--- config.mk ---
export PLATFORM = sky130hd
export DESIGN_NAME = joystick_axis_shaper_top
export DESIGN_NICKNAME = d
export VERILOG_FILES = /design/src/hw/rtl/jas_pkg.sv /design/src/hw/rtl/jas_regs.sv /design/src/hw/rtl/jas_lane.sv /design/src/hw/rtl/joystick_axis_shaper_top.sv
export SDC_FILE = /design/constraint.sdc
export NUM_CORES = 1
export LEC_CHECK = 0
export ABC_AREA = 1
export BUFFER_PORTS_ARGS = -buffer_cell sky130_fd_sc_hd__buf_2
export CAP_MARGIN = 20
export CORE_UTILIZATION = 60
export CTS_CLUSTER_SIZE = 16
export DETAILED_ROUTE_END_ITERATION = 12
export GPL_TIMING_DRIVEN = 0
export PLACE_DENSITY = 0.89
export SYNTH_ARGS = -nofsm -noshare
export SYNTH_HDL_FRONTEND = slang
export SYNTH_SLANG_ARGS = --single-unit
--- constraint.sdc ---
create_clock -name clk -period 18.45 [get_ports clk]
set_input_delay 3.69 -clock clk [delete_from_list [all_inputs] [get_ports clk]]
set_output_delay 3.69 -clock clk [all_outputs]
set_load 0.03 [all_outputs]
--- src/hw/rtl/jas_pkg.sv ---
`timescale 1ns / 1ps
`default_nettype none
// ----------------------------------------------------------------------------
// jas_pkg: shared types and constants for the joystick axis shaper
// Beat payloads, configuration set, register indexes, operation codes and
// response curve constants.
// ----------------------------------------------------------------------------
package jas_pkg;

	// operation codes
	localparam logic OP_SAMPLE = 1'b0;
	localparam logic OP_TICK   = 1'b1;

	// register indexes on the configuration port
	typedef enum logic [1:0] {
		REG_DEAD_ZONE = 2'd0,
		REG_X_OFFSET  = 2'd1,
		REG_Y_OFFSET  = 2'd2,
		REG_TIMEOUT   = 2'd3
	} reg_idx_t;

	// reset values
	localparam logic [7:0] TIMEOUT_RESET = 8'd22;

	// response curve
	localparam logic [6:0] LOW_THRESH  = 7'd60;
	localparam logic [6:0] MID_THRESH  = 7'd100;
	localparam logic [6:0] AXIS_MAX    = 7'd127;
	// 171 / 2048 approximates 1/12, exact floor for magnitudes below 60
	localparam logic [7:0] RECIP12       = 8'd171;
	localparam int         RECIP12_SHIFT = 11;
	localparam int         MID_SHIFT     = 3;

	typedef struct packed {
		logic              operation;
		logic signed [7:0] sample_x;
		logic signed [7:0] sample_y;
		logic [7:0]        elapsed_ms;
		logic              button_level;
	} in_beat_t;

	typedef struct packed {
		logic signed [7:0] shaped_x;
		logic signed [7:0] shaped_y;
		logic              button_pressed;
	} out_beat_t;

	typedef struct packed {
		logic [6:0]        dead_zone;
		logic signed [7:0] x_offset;
		logic signed [7:0] y_offset;
		logic [7:0]        recentre_timeout;
	} cfg_t;

endpackage
`default_nettype wire

--- src/hw/rtl/jas_regs.sv ---
`timescale 1ns / 1ps
`default_nettype none
// ----------------------------------------------------------------------------
// jas_regs: configuration register file
// APB-style write and read of the four shaper registers.
// ----------------------------------------------------------------------------
module jas_regs (
	input  wire logic        clk,
	input  wire logic        arst_n,
	input  wire logic        psel,
	input  wire logic        penable,
	input  wire logic        pwrite,
	input  wire logic [3:0]  paddr,
	input  wire logic [31:0] pwdata,
	output logic [31:0]      prdata,
	output logic             pready,
	output jas_pkg::cfg_t    cfg
);

	jas_pkg::cfg_t    cfg_q;
	jas_pkg::reg_idx_t idx;
	logic             wr_en;

	assign idx    = jas_pkg::reg_idx_t'(paddr[3:2]);
	assign wr_en  = psel && penable && pwrite;
	assign pready = 1'b1;
	assign cfg    = cfg_q;

	// register writes
	always_ff @(posedge clk or negedge arst_n) begin
		if (!arst_n) begin
			cfg_q.dead_zone        <= '0;
			cfg_q.x_offset         <= '0;
			cfg_q.y_offset         <= '0;
			cfg_q.recentre_timeout <= jas_pkg::TIMEOUT_RESET;
		end else if (wr_en) begin
			unique case (idx)
				jas_pkg::REG_DEAD_ZONE: cfg_q.dead_zone        <= pwdata[6:0];
				jas_pkg::REG_X_OFFSET:  cfg_q.x_offset         <= pwdata[7:0];
				jas_pkg::REG_Y_OFFSET:  cfg_q.y_offset         <= pwdata[7:0];
				jas_pkg::REG_TIMEOUT:   cfg_q.recentre_timeout <= pwdata[7:0];
				default: ;
			endcase
		end
	end

	// read mux
	always_comb begin
		prdata = '0;
		unique case (idx)
			jas_pkg::REG_DEAD_ZONE: prdata = {25'd0, cfg_q.dead_zone};
			jas_pkg::REG_X_OFFSET:  prdata = {{24{cfg_q.x_offset[7]}}, cfg_q.x_offset};
			jas_pkg::REG_Y_OFFSET:  prdata = {{24{cfg_q.y_offset[7]}}, cfg_q.y_offset};
			jas_pkg::REG_TIMEOUT:   prdata = {24'd0, cfg_q.recentre_timeout};
			default:                prdata = '0;
		endcase
	end

endmodule
`default_nettype wire

--- src/hw/rtl/jas_lane.sv ---
`timescale 1ns / 1ps
`default_nettype none
// ----------------------------------------------------------------------------
// jas_lane: one axis shaping lane
// Dead zone, offset, clamp to +/-127 and the piecewise sensitivity curve.
// ----------------------------------------------------------------------------
module jas_lane (
	input  wire logic signed [7:0] position,
	input  wire logic [6:0]        dead_zone,
	input  wire logic signed [7:0] offset,
	output logic signed [7:0]      shaped
);

	logic signed [9:0] p_w;
	logic signed [9:0] d_w;
	logic signed [9:0] o_w;
	logic signed [9:0] v_w;
	logic signed [9:0] neg_v;
	logic signed [9:0] max_w;
	logic              pos;
	logic              in_dz;
	logic [6:0]        mag;
	logic [14:0]       prod;
	logic [6:0]        curve;

	// offset and clamp, worked on the magnitude
	always_comb begin
		p_w   = 10'(position);
		d_w   = $signed({3'b000, dead_zone});
		o_w   = 10'(offset);
		max_w = $signed({3'b000, jas_pkg::AXIS_MAX});
		pos   = (position > 8'sd0);
		in_dz = pos ? (p_w < d_w) : (p_w > -d_w);
		v_w   = pos ? (p_w - d_w + o_w) : (p_w + d_w + o_w);
		neg_v = -v_w;
		mag   = '0;
		if (in_dz) begin
			mag = '0;
		end else if (pos) begin
			priority if (v_w < 10'sd0) mag = '0;
			else if (v_w > max_w)      mag = jas_pkg::AXIS_MAX;
			else                       mag = v_w[6:0];
		end else begin
			priority if (v_w > 10'sd0) mag = '0;
			else if (neg_v > max_w)    mag = jas_pkg::AXIS_MAX;
			else                       mag = neg_v[6:0];
		end
	end

	// sensitivity curve: /12 for small, /8 for medium, straight above
	always_comb begin
		prod  = {8'd0, mag} * {7'd0, jas_pkg::RECIP12};
		curve = mag;
		priority if (mag < jas_pkg::LOW_THRESH) curve = 7'(prod >> jas_pkg::RECIP12_SHIFT);
		else if (mag < jas_pkg::MID_THRESH)     curve = mag >> jas_pkg::MID_SHIFT;
		else                                    curve = mag;
	end

	assign shaped = pos ? $signed({1'b0, curve}) : -$signed({1'b0, curve});

endmodule
`default_nettype wire

--- src/hw/rtl/joystick_axis_shaper_top.sv ---
`timescale 1ns / 1ps
`default_nettype none
// ----------------------------------------------------------------------------
// joystick_axis_shaper_top: two-axis joystick dead zone and response curve
// Position and idle timer, X and Y shaping lanes, merge and output register.
// ----------------------------------------------------------------------------
// Takes one beat per cycle while in_ready is high and returns one result beat
// per input beat (update stage, then lanes into the output register).
// A sample beat stores X/Y and clears the idle timer; a tick beat adds
// elapsed_ms to the saturating idle timer, recentres the position once the
// timer passes recentre_timeout, and latches the inverted button level. The X
// and Y lanes shape the stored position in parallel. in_ready drops only while
// both pipeline stages hold beats and out_ready is low.
module joystick_axis_shaper_top (
	input  wire logic              clk,
	input  wire logic              arst_n,
	input  wire logic              in_valid,
	output logic                   in_ready,
	input  wire jas_pkg::in_beat_t in_data,
	output logic                   out_valid,
	input  wire logic              out_ready,
	output jas_pkg::out_beat_t     out_data,
	input  wire logic              psel,
	input  wire logic              penable,
	input  wire logic              pwrite,
	input  wire logic [3:0]        paddr,
	input  wire logic [31:0]       pwdata,
	output logic [31:0]            prdata,
	output logic                   pready
);

	jas_pkg::cfg_t      cfg;
	jas_pkg::out_beat_t merged;

	logic signed [7:0] pos_x_q, pos_y_q;
	logic [7:0]        idle_q;
	logic              btn_q;

	logic signed [7:0] pos_x_nxt, pos_y_nxt;
	logic [7:0]        idle_nxt;
	logic              btn_nxt;
	logic [8:0]        idle_sum;
	logic [7:0]        idle_sat;

	logic              valid_s1, valid_s2;
	logic signed [7:0] pos_x_s1, pos_y_s1;
	logic              btn_s1;
	jas_pkg::out_beat_t out_s2;

	logic accept, advance, s1_ready;
	logic signed [7:0] shaped_x, shaped_y;

	jas_regs u_regs (
		.clk     (clk),
		.arst_n  (arst_n),
		.psel    (psel),
		.penable (penable),
		.pwrite  (pwrite),
		.paddr   (paddr),
		.pwdata  (pwdata),
		.prdata  (prdata),
		.pready  (pready),
		.cfg     (cfg)
	);

	// handshake and stall
	assign advance  = !valid_s2 || out_ready;
	assign s1_ready = !valid_s1 || advance;
	assign in_ready = s1_ready;
	assign accept   = in_valid && in_ready;

	// next position, idle timer and button
	always_comb begin
		idle_sum  = {1'b0, idle_q} + {1'b0, in_data.elapsed_ms};
		idle_sat  = idle_sum[8] ? 8'hFF : idle_sum[7:0];
		pos_x_nxt = pos_x_q;
		pos_y_nxt = pos_y_q;
		idle_nxt  = idle_q;
		btn_nxt   = btn_q;
		if (in_data.operation == jas_pkg::OP_SAMPLE) begin
			pos_x_nxt = in_data.sample_x;
			pos_y_nxt = in_data.sample_y;
			idle_nxt  = '0;
		end else begin
			btn_nxt  = ~in_data.button_level;
			idle_nxt = idle_sat;
			if (idle_sat > cfg.recentre_timeout) begin
				pos_x_nxt = '0;
				pos_y_nxt = '0;
				idle_nxt  = '0;
			end
		end
	end

	// state update
	always_ff @(posedge clk or negedge arst_n) begin
		if (!arst_n) begin
			pos_x_q <= '0;
			pos_y_q <= '0;
			idle_q  <= '0;
			btn_q   <= 1'b0;
		end else if (accept) begin
			pos_x_q <= pos_x_nxt;
			pos_y_q <= pos_y_nxt;
			idle_q  <= idle_nxt;
			btn_q   <= btn_nxt;
		end
	end

	// stage 1: snapshot of the updated state
	always_ff @(posedge clk or negedge arst_n) begin
		if (!arst_n) begin
			valid_s1 <= 1'b0;
		end else if (s1_ready) begin
			valid_s1 <= in_valid;
		end
	end

	always_ff @(posedge clk) begin
		if (accept) begin
			pos_x_s1 <= pos_x_nxt;
			pos_y_s1 <= pos_y_nxt;
			btn_s1   <= btn_nxt;
		end
	end

	// shaping lanes
	jas_lane u_lane_x (
		.position  (pos_x_s1),
		.dead_zone (cfg.dead_zone),
		.offset    (cfg.x_offset),
		.shaped    (shaped_x)
	);

	jas_lane u_lane_y (
		.position  (pos_y_s1),
		.dead_zone (cfg.dead_zone),
		.offset    (cfg.y_offset),
		.shaped    (shaped_y)
	);

	// merge lanes with the button into one result beat
	always_comb begin
		merged.shaped_x       = shaped_x;
		merged.shaped_y       = shaped_y;
		merged.button_pressed = btn_s1;
	end

	// stage 2: output register
	always_ff @(posedge clk or negedge arst_n) begin
		if (!arst_n) begin
			valid_s2 <= 1'b0;
		end else if (advance) begin
			valid_s2 <= valid_s1;
		end
	end

	always_ff @(posedge clk) begin
		if (advance && valid_s1) begin
			out_s2 <= merged;
		end
	end

	assign out_valid = valid_s2;
	assign out_data  = out_s2;

	// checks
	a_sample_clears_idle: assert property (@(posedge clk) disable iff (!arst_n)
		accept && in_data.operation == jas_pkg::OP_SAMPLE |=> idle_q == 8'd0)
		else $error("idle timer not cleared by sample");

	a_no_min_code_x: assert property (@(posedge clk) disable iff (!arst_n)
		out_valid |-> out_data.shaped_x != 8'sh80)
		else $error("shaped_x out of range");

	a_no_min_code_y: assert property (@(posedge clk) disable iff (!arst_n)
		out_valid |-> out_data.shaped_y != 8'sh80)
		else $error("shaped_y out of range");

	a_s1_held_on_stall: assert property (@(posedge clk) disable iff (!arst_n)
		valid_s1 && !advance |=> valid_s1 && $stable(pos_x_s1) && $stable(pos_y_s1))
		else $error("stage 1 beat lost during stall");

endmodule
`default_nettype wire
==> results.cfg <==
[synthesis]
synth.area.top_cells = ha_1 (18%), nand2_1 (15%), dfrtp_1 (12%), inv_1 (9.9%), edfxtp_1 (8.9%)
synth_nets = 1894
syn_area_per_cell_um2 = 7.14
synth_seq_cells = 92
ys.flop_type = dfrtp_1
synth_top_area_cell = ha_1
synth.top_cells.by_count = nand2_1 (447), inv_1 (304), ha_1 (163)
synth-edff-count = 34
yosysMostFrequentCell = nand2_1
async_flop_share_pct = 63.0
yosysUniqueCellTypes = 52
yosys_warnings = 0
syn_area_um2 = 11500
yosysTopAreaCellShare_pct = 17.7
ys_seq_area_share_pct = 21.5
synthCells = 1613

[cts]
clock_latency_ps = 350
cts-root-buf = clkbuf_16
max-clock-path-buffers = 2
cts.repair.resized = 0
cts_buffers = 9
cts_tree = done
htree_levels = 3
ctsHoldBuffers = 0
clkSlewWorstSetupHoldPaths_ps = 70
cts_setup_buffers = 0
clock_sinks = 92

[cells_and_area]
fin_area_um2 = 12600
drive_gt1_share_pct = 12.6
antenna_cells = 0
nFillCells = 1540
area_growth_pct = 9.71
fin_nets = 2001

[global_routing]
grt_pass1_vias = 10000
grt_pass1_wl_um = 44700
antenna_found_initial = 0
grt_max_degree = 43
grt_overflow = 0
grtUsageTotal_pct = 27.8

[floorplanning]
core_um2 = 18800
core.rowCount = 50
start_util_pct = 61.4
die_h_um = 141
io_pins = 121
dieArea_um2 = 19800
fp.dieW_um = 141

[worst_setup_path]
crit_buf_inv = 4
critPathTopFamily = simple AND/OR/NAND/NOR gates
worstSetupEndpointType = output port
crit_fanout = 24
cp-endpoint = prdata[13]
slowest_delay_ps = 550
critPathArrivalTime_ps = 5380
cp-startpoint = paddr[2]
r2r_end = out_data[13]$_DFFE_PP_
crit_cells = 7
worstSetupPathType = primary input to output port
worstPathCellList = buf_2, inv_1, nor2_1, nand2_1, nand2_1, buf_4, buf_2
r2r_cells = 42
cp.required_ps = 14760
cp-start-kind = primary input
r2r_slack_ps = 10310
reg2reg_from = u_regs.cfg[25]$_DFFE_PN0P_
crit_slowest_cell = nand2_1

[detailed_routing]
drc = 0
vias_per_cell = 5.32
num_vias = 10400
firstDrtPassIters = 5
antenna_left = 0
wire_per_inst_um = 13.4
drt_iter0_markers = 504
wl_um = 26300

[placed_design]
place.gp.congestion = 0.924
dp_worst_setup_slack_ps = 9390
dpl_cell_area_um2 = 12300
dp_hpwl_um = 22200
port_buffers = 93

[hold_path]
hold_path.class = flop to flop

[timing]
maxSlewHeadroom_pct = 54.3
tightest_slew_ps = 683
setup_viol = 0
fmax_ghz = 0.110
clock_skew_ps = 10.6
rsz0062_at_grt = false
finalHoldViolCount = 0
min_period_ps = 9070
finalCritPeriodShare_pct = 49.2
slew_viol_final = 0
setup_slack_ps = 9380
tns_ps = 0

[status]
status = complete, no violations

[run]
max_cap_violations = 0
-- through the flow --
stage / cells / util [%] / hold slack [ps]
floorplan: 1613 / - / 400
global placement: 1940 / 65.4 / 404
detailed placement: 1942 / 65.6 / 425
CTS: 1958 / 67.2 / 442
global route: 1959 / 67.3 / 449
finish: 1959 / 67.3 / 441
-- layout by cell type, fill, tap and decap left out, drive strengths merged, types with 2 or more instances in the layout --
| cell type | synthesis | routed |
|---|---|---|
| clkinv | 2 | 3 |
| inv | 316 | 319 |
| nand4 | 14 | 14 |
| or2 | 2 | 2 |
| xnor2 | 6 | 6 |
| nand3 | 107 | 107 |
| nor2 | 109 | 109 |
| nand3b | 5 | 5 |
| o21a | 4 | 4 |
| nor3 | 11 | 11 |
| edfxtp | 34 | 34 |
| o21bai | 7 | 7 |
| xor2 | 17 | 17 |
| dfrtp | 55 | 55 |
| nand2 | 468 | 468 |
| clkinvlp | 0 | 2 |
| o211ai | 6 | 6 |
| clkbuf | 10 | 19 |
| ha | 163 | 163 |
| nor4 | 8 | 8 |
| o21ai | 106 | 106 |
| a221oi | 2 | 2 |
| fa | 49 | 49 |
| and3 | 3 | 3 |
| o2111ai | 7 | 7 |
| a211oi | 3 | 3 |
| dfstp | 3 | 3 |
| a21oi | 55 | 55 |
| a22o | 4 | 4 |
| buf | 31 | 127 |
-- area by class of cell --
| cell class | count | area, µm² | area share, % |
|---|---|---|---|
| sequential | 92 | 2480 | 19.6 |
| clock inverter | 7 | 81.3 | 0.644 |
| clock buffer | 9 | 225 | 1.78 |
| timing repair buffer | 96 | 515 | 4.08 |
| buffer | 41 | 272 | 2.15 |
| tap | 234 | 293 | 2.32 |
| inverter | 318 | 1200 | 9.47 |
| multi-input combinational | 1162 | 7580 | 60.0 |
-- sequential cells by signal, indices dropped and copies added (netlist names), 8 cells and up --
name,count
pos_y_s1,8
pos_x_s1,8
pos_y_q,8
idle_q,8
u_regs.cfg,31
out_data,17
pos_x_q,8
-- worst register-to-register path: cells and delay by family (launching register included) --
| kind | cells | cell delay (ps) |
|---|---|---|
| DFF | 1 | 540 |
| AOI/OAI and AO/OA | 5 | 770 |
| buffers and inverters | 6 | 950 |
| adders and majority gates | 9 | 3540 |
| and+or+nand+nor | 22 | 2110 |
-- metal layers --
| metal | GRT usage (%) | vias up | routed length [µm] |
|---|---|---|---|
| met1 | 34.3 | 4776 | 11400 |
| met2 | 50.3 | 286 | 13100 |
| li1 | - | 5313 | - |
| met3 | 4.14 | 53 | 1150 |
| met5 | 0 | - | 0 |
| met4 | 8.35 | 0 | 593 |
-- worst min-delay path by stage --
stage	from	endpoint	slack [ps]	cells past startpoint
after CTS	btn_s1$_DFFE_PP_	out_data[0]$_DFFE_PP_	440	0
final	btn_s1$_DFFE_PP_	out_data[0]$_DFFE_PP_	440	0
after detailed placement	btn_s1$_DFFE_PP_	out_data[0]$_DFFE_PP_	430	0
after global routing	btn_s1$_DFFE_PP_	out_data[0]$_DFFE_PP_	450	0
after floorplan	btn_s1$_DFFE_PP_	out_data[0]$_DFFE_PP_	400	0
after global placement	btn_s1$_DFFE_PP_	out_data[0]$_DFFE_PP_	400	0
-- logic make-up after synthesis --
kind of cell    Yosys count  synth area share, %
other cells               1               0.0326
simple gates            728                 27.8
xor+xnor                 23                 1.75
buf+inv                 359                 12.7
compound gates          198                 9.93
fa+ha+maj               212                 26.2
flops                    92                 21.5
Power is left out: the tool's default activity adds up to more than one toggle a clock period on the data nets, which glitch-free logic cannot reach.
